==> src/sv/sse_pkg.sv <==
// ----------------------------------------------------------------------------
// sse_pkg
// Types and constants shared by the sample statistics engine modules.
// ----------------------------------------------------------------------------
package sse_pkg;

  localparam int unsigned MAX_SAMPLES = 1024;
  localparam int unsigned VALUE_BINS  = 101;

  localparam int unsigned VAL_W   = 7;   // sample value / bin index
  localparam int unsigned CNT_W   = 11;  // sample count, histogram entry
  localparam int unsigned POS_W   = 10;  // arrival position
  localparam int unsigned SUM_W   = 17;
  localparam int unsigned SQ_W    = 24;
  localparam int unsigned PROD_W  = 34;  // n*sumsq and sum^2
  localparam int unsigned N2_W    = 21;  // n^2

  localparam int unsigned DIV_NUM_W = PROD_W + 8;
  localparam int unsigned DIV_DEN_W = N2_W;
  localparam int unsigned DIV_CNT_W = 6;

  localparam logic [VAL_W-1:0] BIN_LAST = VAL_W'(VALUE_BINS - 1);
  localparam logic [CNT_W-1:0] CNT_MAX  = CNT_W'(MAX_SAMPLES);

  typedef struct packed {
    logic [6:0] sample;
    logic       last;
  } in_t;

  typedef struct packed {
    logic [14:0] mean_q8;
    logic [19:0] variance_q8;
    logic [6:0]  largest;
    logic [6:0]  smallest;
    logic [6:0]  mode_value;
    logic [7:0]  median_x2;
    logic [10:0] set_size;
    logic        overflow;
  } out_t;

  // controller -> datapath
  typedef struct packed {
    logic load;        // sample transfer this cycle
    logic clear_wr;    // post-reset histogram sweep
    logic scan_init;
    logic scan_issue;  // read bin k
    logic mult;
    logic div_start;
    logic div_var;     // divider operands: variance (else mean)
    logic mean_wait;
    logic var_wait;
    logic out_load;
  } cmd_t;

  // datapath -> controller
  typedef struct packed {
    logic k_last;
    logic div_done;
    logic out_busy;
  } sts_t;

endpackage

==> src/sv/sse_div.sv <==
// ----------------------------------------------------------------------------
// sse_div
// Restoring divider, one quotient bit per cycle.
// ----------------------------------------------------------------------------
module sse_div (
  input  logic                             clk,
  input  logic                             rst_n,
  input  logic                             start,
  input  logic [sse_pkg::DIV_NUM_W-1:0]    num,
  input  logic [sse_pkg::DIV_DEN_W-1:0]    den,
  output logic                             done,
  output logic [sse_pkg::DIV_NUM_W-1:0]    quot
);

  logic [sse_pkg::DIV_DEN_W-1:0] rem_r, rem_nxt;
  logic [sse_pkg::DIV_NUM_W-1:0] quot_r, quot_nxt;
  logic [sse_pkg::DIV_CNT_W-1:0] cnt_r, cnt_nxt;
  logic                          done_r, done_nxt;
  logic [sse_pkg::DIV_DEN_W:0]   trial;
  logic [sse_pkg::DIV_DEN_W:0]   diff;

  assign trial = {rem_r, quot_r[sse_pkg::DIV_NUM_W-1]};
  assign diff  = trial - {1'b0, den};

  always_comb begin
    rem_nxt  = rem_r;
    quot_nxt = quot_r;
    cnt_nxt  = cnt_r;
    done_nxt = 1'b0;
    if (start) begin
      rem_nxt  = '0;
      quot_nxt = num;
      cnt_nxt  = sse_pkg::DIV_CNT_W'(sse_pkg::DIV_NUM_W);
    end else if (cnt_r != '0) begin
      if (trial >= {1'b0, den}) begin
        rem_nxt  = diff[sse_pkg::DIV_DEN_W-1:0];
        quot_nxt = {quot_r[sse_pkg::DIV_NUM_W-2:0], 1'b1};
      end else begin
        rem_nxt  = trial[sse_pkg::DIV_DEN_W-1:0];
        quot_nxt = {quot_r[sse_pkg::DIV_NUM_W-2:0], 1'b0};
      end
      cnt_nxt  = cnt_r - 1'b1;
      done_nxt = (cnt_r == sse_pkg::DIV_CNT_W'(1));
    end
  end

  always_ff @(posedge clk) begin
    if (!rst_n) begin
      cnt_r  <= '0;
      done_r <= 1'b0;
    end else begin
      cnt_r  <= cnt_nxt;
      done_r <= done_nxt;
    end
    rem_r  <= rem_nxt;
    quot_r <= quot_nxt;
  end

  assign done = done_r;
  assign quot = quot_r;

endmodule

==> src/sv/sse_ctrl.sv <==
// ----------------------------------------------------------------------------
// sse_ctrl
// Sequencer: clear sweep, load, histogram scan, divides, result handoff.
// ----------------------------------------------------------------------------
module sse_ctrl (
  input  logic            clk,
  input  logic            rst_n,
  input  logic            in_valid,
  input  logic            in_last,
  output logic            in_ready,
  input  sse_pkg::sts_t   sts,
  output sse_pkg::cmd_t   cmd
);

  typedef enum logic [10:0] {
    ST_CLEAR     = 11'b000_0000_0001,
    ST_LOAD      = 11'b000_0000_0010,
    ST_DRAIN     = 11'b000_0000_0100,
    ST_SCAN      = 11'b000_0000_1000,
    ST_TAIL      = 11'b000_0001_0000,
    ST_MULT      = 11'b000_0010_0000,
    ST_MEAN_GO   = 11'b000_0100_0000,
    ST_MEAN_WAIT = 11'b000_1000_0000,
    ST_VAR_GO    = 11'b001_0000_0000,
    ST_VAR_WAIT  = 11'b010_0000_0000,
    ST_RESULT    = 11'b100_0000_0000
  } state_t;

  state_t state_r, state_nxt;

  always_comb begin
    state_nxt = state_r;
    cmd       = '0;
    in_ready  = 1'b0;
    unique case (state_r)
      ST_CLEAR: begin
        cmd.clear_wr = 1'b1;
        if (sts.k_last) state_nxt = ST_LOAD;
      end
      ST_LOAD: begin
        in_ready = 1'b1;
        cmd.load = in_valid;
        if (in_valid && in_last) state_nxt = ST_DRAIN;
      end
      ST_DRAIN: begin
        // lets the final increment land before the scan reads
        cmd.scan_init = 1'b1;
        state_nxt     = ST_SCAN;
      end
      ST_SCAN: begin
        cmd.scan_issue = 1'b1;
        if (sts.k_last) state_nxt = ST_TAIL;
      end
      ST_TAIL: state_nxt = ST_MULT;
      ST_MULT: begin
        cmd.mult  = 1'b1;
        state_nxt = ST_MEAN_GO;
      end
      ST_MEAN_GO: begin
        cmd.div_start = 1'b1;
        state_nxt     = ST_MEAN_WAIT;
      end
      ST_MEAN_WAIT: begin
        cmd.mean_wait = 1'b1;
        if (sts.div_done) state_nxt = ST_VAR_GO;
      end
      ST_VAR_GO: begin
        cmd.div_start = 1'b1;
        cmd.div_var   = 1'b1;
        state_nxt     = ST_VAR_WAIT;
      end
      ST_VAR_WAIT: begin
        cmd.div_var  = 1'b1;
        cmd.var_wait = 1'b1;
        if (sts.div_done) state_nxt = ST_RESULT;
      end
      ST_RESULT: begin
        if (!sts.out_busy) begin
          cmd.out_load = 1'b1;
          state_nxt    = ST_LOAD;
        end
      end
      default: state_nxt = ST_CLEAR;
    endcase
  end

  always_ff @(posedge clk) begin
    if (!rst_n) begin
      state_r <= ST_CLEAR;
    end else begin
      state_r <= state_nxt;
    end
  end

endmodule

==> src/sv/sse_datapath.sv <==
// ----------------------------------------------------------------------------
// sse_datapath
// Histogram and position memories, accumulators, scan, divides, output reg.
// ----------------------------------------------------------------------------
module sse_datapath (
  input  logic            clk,
  input  logic            rst_n,
  input  sse_pkg::cmd_t   cmd,
  output sse_pkg::sts_t   sts,
  input  sse_pkg::in_t    in_data,
  output logic            out_valid,
  input  logic            out_ready,
  output sse_pkg::out_t   out_data
);

  localparam int unsigned VW = sse_pkg::VAL_W;
  localparam int unsigned CW = sse_pkg::CNT_W;

  logic [CW-1:0]             hist_mem [0:sse_pkg::VALUE_BINS-1];
  logic [sse_pkg::POS_W-1:0] lp_mem   [0:sse_pkg::VALUE_BINS-1];

  logic [VW-1:0]             s_sat;
  logic                      counted;
  logic [VW-1:0]             k_r;
  logic [CW-1:0]             hist_rd_r;
  logic [sse_pkg::POS_W-1:0] lp_rd_r;
  logic [VW-1:0]             hist_raddr;
  logic                      hist_we;
  logic [VW-1:0]             hist_waddr;
  logic [CW-1:0]             hist_wdata;

  // increment pipeline
  logic                      p_v_r;
  logic [VW-1:0]             p_addr_r;
  logic                      lw_v_r;
  logic [VW-1:0]             lw_addr_r;
  logic [CW-1:0]             lw_val_r;
  logic [CW-1:0]             inc_val;

  // accumulators
  logic [sse_pkg::SUM_W-1:0] sum_r;
  logic [sse_pkg::SQ_W-1:0]  sq_r;
  logic [CW-1:0]             count_r;
  logic [VW-1:0]             max_r, min_r;
  logic                      dropped_r;

  // scan
  logic                      s_v_r;
  logic [VW-1:0]             s_idx_r;
  logic [CW-1:0]             cum_r, cum_nxt;
  logic [CW-1:0]             best_r;
  logic [sse_pkg::POS_W-1:0] bestpos_r;
  logic [VW-1:0]             mode_r;
  logic                      lo_found_r, hi_found_r;
  logic [VW-1:0]             lo_r, hi_r;
  logic [CW-1:0]             rank_lo, rank_hi;

  // arithmetic
  logic [sse_pkg::PROD_W-1:0] nsq_r, ss_r, d_r;
  logic [sse_pkg::N2_W-1:0]   n2_r;
  logic [sse_pkg::DIV_NUM_W-1:0] div_num, div_quot;
  logic [sse_pkg::DIV_DEN_W-1:0] div_den;
  logic                          div_done;
  logic [14:0]                   mean_r;
  logic [19:0]                   var_r;

  sse_pkg::out_t out_r;
  logic          out_valid_r;

  assign s_sat   = (in_data.sample > sse_pkg::BIN_LAST) ? sse_pkg::BIN_LAST : in_data.sample;
  assign counted = cmd.load && (count_r != sse_pkg::CNT_MAX);

  // ---- memories ----
  assign hist_raddr = cmd.load ? s_sat : k_r;

  // read issued with a write to the same bin on the same edge sees stale data
  assign inc_val = ((lw_v_r && lw_addr_r == p_addr_r) ? lw_val_r : hist_rd_r) + 1'b1;

  always_comb begin
    hist_we    = 1'b0;
    hist_waddr = k_r;
    hist_wdata = '0;
    priority if (cmd.clear_wr) begin
      hist_we = 1'b1;
    end else if (p_v_r) begin
      hist_we    = 1'b1;
      hist_waddr = p_addr_r;
      hist_wdata = inc_val;
    end else if (s_v_r) begin
      hist_we    = 1'b1;       // clear on scan read
      hist_waddr = s_idx_r;
    end
  end

  always_ff @(posedge clk) begin
    if (hist_we) hist_mem[hist_waddr] <= hist_wdata;
    hist_rd_r <= hist_mem[hist_raddr];
  end

  always_ff @(posedge clk) begin
    if (counted) lp_mem[s_sat] <= count_r[sse_pkg::POS_W-1:0];
    lp_rd_r <= lp_mem[k_r];
  end

  // ---- bin counter, increment pipeline ----
  always_ff @(posedge clk) begin
    if (!rst_n) begin
      k_r    <= '0;
      p_v_r  <= 1'b0;
      lw_v_r <= 1'b0;
      s_v_r  <= 1'b0;
    end else begin
      if (cmd.clear_wr || cmd.scan_issue) begin
        k_r <= (k_r == sse_pkg::BIN_LAST) ? '0 : k_r + 1'b1;
      end
      p_v_r  <= counted;
      lw_v_r <= p_v_r;
      s_v_r  <= cmd.scan_issue;
    end
    p_addr_r  <= s_sat;
    lw_addr_r <= p_addr_r;
    lw_val_r  <= inc_val;
    s_idx_r   <= k_r;
  end

  // ---- accumulators ----
  always_ff @(posedge clk) begin
    if (!rst_n || cmd.out_load) begin
      sum_r     <= '0;
      sq_r      <= '0;
      count_r   <= '0;
      max_r     <= '0;
      min_r     <= sse_pkg::BIN_LAST;
      dropped_r <= 1'b0;
    end else if (cmd.load) begin
      if (counted) begin
        sum_r   <= sum_r + sse_pkg::SUM_W'(s_sat);
        sq_r    <= sq_r + sse_pkg::SQ_W'(s_sat * s_sat);
        count_r <= count_r + 1'b1;
        if (s_sat > max_r) max_r <= s_sat;
        if (s_sat < min_r) min_r <= s_sat;
      end else begin
        dropped_r <= 1'b1;
      end
    end
  end

  // ---- histogram scan: mode and the two median ranks in one pass ----
  assign rank_lo = (count_r - 1'b1) >> 1;
  assign rank_hi = count_r >> 1;
  assign cum_nxt = cum_r + hist_rd_r;

  always_ff @(posedge clk) begin
    if (cmd.scan_init) begin
      cum_r      <= '0;
      best_r     <= '0;
      bestpos_r  <= '0;
      mode_r     <= '0;
      lo_found_r <= 1'b0;
      hi_found_r <= 1'b0;
      lo_r       <= sse_pkg::BIN_LAST;
      hi_r       <= sse_pkg::BIN_LAST;
    end else if (s_v_r) begin
      cum_r <= cum_nxt;
      if (hist_rd_r != '0 &&
          (hist_rd_r > best_r || (hist_rd_r == best_r && lp_rd_r > bestpos_r))) begin
        best_r    <= hist_rd_r;
        bestpos_r <= lp_rd_r;
        mode_r    <= s_idx_r;
      end
      if (!lo_found_r && cum_nxt > rank_lo) begin
        lo_found_r <= 1'b1;
        lo_r       <= s_idx_r;
      end
      if (!hi_found_r && cum_nxt > rank_hi) begin
        hi_found_r <= 1'b1;
        hi_r       <= s_idx_r;
      end
    end
  end

  // ---- products and divides ----
  always_ff @(posedge clk) begin
    if (cmd.mult) begin
      nsq_r <= sse_pkg::PROD_W'(count_r * sq_r);
      ss_r  <= sse_pkg::PROD_W'(sum_r * sum_r);
      n2_r  <= sse_pkg::N2_W'(count_r * count_r);
    end
    if (cmd.div_start && !cmd.div_var) d_r <= nsq_r - ss_r;
    if (cmd.mean_wait && div_done) mean_r <= div_quot[14:0];
    if (cmd.var_wait && div_done) var_r <= div_quot[19:0];
  end

  assign div_num = cmd.div_var ? {d_r, 8'h00}
                               : sse_pkg::DIV_NUM_W'({sum_r, 8'h00});
  assign div_den = cmd.div_var ? n2_r : sse_pkg::DIV_DEN_W'(count_r);

  sse_div u_div (
    .clk   (clk),
    .rst_n (rst_n),
    .start (cmd.div_start),
    .num   (div_num),
    .den   (div_den),
    .done  (div_done),
    .quot  (div_quot)
  );

  // ---- output register ----
  always_ff @(posedge clk) begin
    if (!rst_n) begin
      out_valid_r <= 1'b0;
    end else if (cmd.out_load) begin
      out_valid_r <= 1'b1;
    end else if (out_ready) begin
      out_valid_r <= 1'b0;
    end
    if (cmd.out_load) begin
      out_r.mean_q8     <= mean_r;
      out_r.variance_q8 <= var_r;
      out_r.largest     <= max_r;
      out_r.smallest    <= min_r;
      out_r.mode_value  <= mode_r;
      out_r.median_x2   <= 8'(lo_r) + 8'(hi_r);
      out_r.set_size    <= count_r;
      out_r.overflow    <= dropped_r;
    end
  end

  assign out_valid = out_valid_r;
  assign out_data  = out_r;

  assign sts.k_last   = (k_r == sse_pkg::BIN_LAST);
  assign sts.div_done = div_done;
  assign sts.out_busy = out_valid_r && !out_ready;

endmodule

==> src/sv/sample_statistics_engine.sv <==
// Samples load at one per cycle while in_ready is high; each sample updates the
// histogram through a read-increment-write on a one-read one-write memory with
// forwarding. After the final sample's transfer in_ready stays low through drain,
// scan of every bin, tail, multiply, two divides (start, steps, done) and handoff,
// which waits for out_busy to clear; the result then sits in an output register
// while the next set loads. After reset a sweep zeroes the histogram, in_ready low.
// ----------------------------------------------------------------------------
// sample_statistics_engine
// Mean, variance, min, max, mode and median of a streamed sample set.
// ----------------------------------------------------------------------------
module sample_statistics_engine (
  input  logic           clk,
  input  logic           rst_n,
  input  logic           in_valid,
  output logic           in_ready,
  input  sse_pkg::in_t   in_data,
  output logic           out_valid,
  input  logic           out_ready,
  output sse_pkg::out_t  out_data
);

  sse_pkg::cmd_t cmd;
  sse_pkg::sts_t sts;

  sse_ctrl u_ctrl (
    .clk      (clk),
    .rst_n    (rst_n),
    .in_valid (in_valid),
    .in_last  (in_data.last),
    .in_ready (in_ready),
    .sts      (sts),
    .cmd      (cmd)
  );

  sse_datapath u_dp (
    .clk       (clk),
    .rst_n     (rst_n),
    .cmd       (cmd),
    .sts       (sts),
    .in_data   (in_data),
    .out_valid (out_valid),
    .out_ready (out_ready),
    .out_data  (out_data)
  );

endmodule

==> config.mk <==
export PLATFORM = sky130hd
export DESIGN_NAME = sample_statistics_engine
export DESIGN_NICKNAME = d
export VERILOG_FILES = /design/src/sv/sse_pkg.sv /design/src/sv/sse_div.sv /design/src/sv/sse_ctrl.sv /design/src/sv/sse_datapath.sv /design/src/sv/sample_statistics_engine.sv
export SDC_FILE = /design/constraint.sdc
export NUM_CORES = 2
export LEC_CHECK = 0
export BUFFER_PORTS_ARGS = -buffer_cell sky130_fd_sc_hd__buf_4
export CORE_UTILIZATION = 30
export DETAILED_ROUTE_END_ITERATION = 6
export PLACE_DENSITY = 0.41
export SETUP_SLACK_MARGIN = 0.4
export SLEW_MARGIN = 20
export SYNTH_ARGS = -nofsm -noshare
export SYNTH_HDL_FRONTEND = slang
export SYNTH_SLANG_ARGS = --single-unit
==> constraint.sdc <==
create_clock -name clk -period 22 [get_ports clk]
set_input_delay 3.3 -clock clk [delete_from_list [all_inputs] [get_ports clk]]
set_output_delay 3.3 -clock clk [all_outputs]
set_load 0.005 [all_outputs]
==> results.toml <==
[die]
die_h_um = 652
dieArea_um2 = 425000
start_util_pct = 30.1
ioPinCount = 90
dieWidth_um = 652
coreArea_um2 = 420000
floorplan.rows = 238

[clock_network]
cts_tree = "done"
clk_latency_ps = 920
cts_buffers = 313
clockRootBuffer = "clkbuf_16"
clk_pin_slew_ps = 60
cts_resized = 0
cts_hold_buf = 0
postCtsSetupBuffers = 0
clock_sinks = 2620
cts_max_level = 5
cts_max_path_buffers = 4

[routing]
wire_per_inst_um = 24.3
drc = 0
via_count = 75168
ant_nets = 0
drt_wl_total_mm = 376
dr.pass1.iters = 6
first_iter_violations = 4940
via_per_inst = 4.85

[setup_path]
cp-startpoint = "in_data[6]"
critPathArrivalTime_ps = 9420
crit_fanout = 20
crit_end = "u_dp.sq_r[23]"
required_ps = 22800
rrSetupSlack_ps = 14510
worstReg2RegStart = "u_dp.count_r[4]"
rr_worst_depth = 19
start_kind = "input pin"
crit-reg2reg-capture = "u_dp.n2_r[20]"
setup.worst_path.class = "in2reg"
cp-end-kind = "flop"

[final_layout]
nets = 10481
drive_gt1_share_pct = 12.6
final_cell_mix = "edfxtp_1 (2395), nand2_1 (1466), inv_1 (769)"
syn2layout_area_growth_pct = 14.0
final_common_cell = "edfxtp_1"

[logic_synthesis]
syn_inst = 9457
synth_edf_count = 2395
yosysUniqueCellTypes = 89
muxShareOfSynthArea_pct = 7.45
synth_compound_area_share_pct = 5.25
synth.yosys.seq_area_share_pct = 60.4
synthAdderAreaFrac_pct = 11.6
synth_warnings = 0
yosys.area.top_type_share_pct = 56.8
synth_top_family_by_area = "adder cells"
synthTopCellsByArea = "edfxtp_1 (57%), fa_1 (7.6%), mux4_2 (5.7%)"
avgSynthCellArea_um2 = 13.4
synth_ff_type = "edfxtp_1"
synth_xor_area_share_pct = 1.40
syn-cell-area_um2 = 127000
synth-simple-area-share_pct = 10.1
netlist.top_cell.by_area = "edfxtp_1"
synth-seq-cells = 2620
synth-async-reset-ratio_pct = 0

[placed_design]
preCtsSetupSlack_ps = 12380
port_buffers = 89
hpwl_mm = 245
gp_congestion = 0.814

[power]
worst_ir_drop_vdd_mv = 0.0941
powerDensity_nw_per_um2 = 94.9
finalPower_mw = 13.7
p_leak_nw = 53.2

[sta]
post-route-period-util_pct = 39.2
setup_slack_ps = 13370
tightestPinTransition_ps = 1170
skew_ps = 74.5
timing.fmax_mhz = 116
slew_viol_final = 0
hold_viol_final = 0
grt_setup_unrepaired = "no"
setup_viol = 0
slew_headroom_pct = 21.7
fin_tns_setup_ps = 0
fin_crit_ps = 8630
fin_hold_ws_ps = 385

[global_route]
grt_pass1_vias = 77957
grt_start_max_net_pins = 139
overflow = 0
gr-usage-all-layers_pct = 17.4
grt_pass1_wl_mm = 550
grt_antenna_before_repair = 9

[flow_run]
max_cap_violations = 0

[worst_hold_path]
hold_path_class = "reg2reg"

[status]
status = "finished, final reports clean"
## metal layers
metal,share of wire (%),track usage [%],vias to the layer above
met1,45,23.5,38911
met4,2.8,4.59,2
met2,48,29.7,1607
met5,0.0035,0,-
li1,-,-,34162
met3,4.1,2.08,486
## how the worst min path moves through the flow
stage                           startpoint           endpoint  cells past startpoint
after detailed placement  u_dp.p_addr_r[2]  u_dp.lw_addr_r[2]                      0
after global placement    u_dp.p_addr_r[5]  u_dp.lw_addr_r[5]                      0
after global routing      u_dp.p_addr_r[5]  u_dp.lw_addr_r[5]                      0
final                     u_dp.p_addr_r[5]  u_dp.lw_addr_r[5]                      0
after CTS                 u_dp.p_addr_r[5]  u_dp.lw_addr_r[5]                      0
after floorplan                u_dp.k_r[2]    u_dp.s_idx_r[2]                      0
## area by class of cell
cell class / count / area, µm²
antenna: 4 / 10.0
fill: 41049 / 276000
inverter: 781 / 2930
multi-input combinational: 5596 / 45900
clock inverter: 162 / 1420
sequential: 2620 / 76500
clock buffer: 406 / 8390
timing repair buffer: 274 / 2190
tap: 5640 / 7060
## registers in the layout (all words and copies together), names as in the netlist, 21 cells and up
signal            count
u_dp.sq_r            24
u_dp.lp_mem        1010
u_dp.ss_r            33
u_dp.nsq_r           34
u_dp.u_div.rem_r     21
u_dp.d_r             34
u_dp.hist_mem      1111
u_dp.u_div.quot      42
u_dp.out_data        76
## worst max-delay path, stage by stage
cell and delay, ps:
buf_4 190, nand2_1 550, nand2_1 340, inv_1 610, nand2_1 170, fa_1 560, inv_1 70, fa_1 490
fa_1 490, inv_1 50, fa_1 480, inv_1 40, ha_1 310, inv_1 70, o21ai_0 80, a21oi_1 330
o21ai_0 230, a21boi_0 670, o21ai_0 220, a21oi_1 160
## stage by stage
step                area (µm²)  cells  utilization [%]
floorplan               127000   9458                -
CTS                     144000  15478             34.3
global route            144000  15482             34.3
finish                  144000  15483             34.3
global placement        134000  14908             31.9
detailed placement      134000  14910             32.0
## cell families (layout without fill, tap and decap cells)
family / after synthesis / in the layout
xor+xnor: 202 / 202
other cells: 1 / 6
mux: 539 / 539
simple gates: 2908 / 2908
fa+ha+maj: 883 / 883
flops: 2620 / 2620
compound gates: 1062 / 1062
buf+inv: 1242 / 1623
## Yosys cell counts, types with 21 or more instances
cell type / count
dfxtp_1: 225
and2_1: 168
nor4_1: 34
nor2b_1: 66
ha_1: 403
fa_1: 480
a21boi_0: 28
a211oi_1: 38
mux4_2: 320
edfxtp_1: 2395
a21o_1: 56
nand3_1: 329
nand4_1: 29
or3_1: 33
xor2_1: 57
xnor2_1: 145
o22ai_1: 25
or4_1: 21
o21bai_1: 23
a311oi_1: 37
clkbuf_1: 277
and3_1: 73
nand2b_1: 28
o21a_1: 30
a31oi_1: 95
buf_1: 51
buf_2: 125
o21ai_0: 157
a21oi_1: 400
nand2_1: 1468
a22o_1: 27
mux2i_1: 197
nor3_1: 93
inv_1: 771
nor2_1: 522
## power by group
part | internal, mW | switching (mW) | leakage [nW]
Sequential | 5.56 | 0.156 | 23.1
Clock | 2.92 | 2.12 | 4.79
Combinational | 1.03 | 1.91 | 25.3
Note: power is estimated with default switching activity, not from simulation.
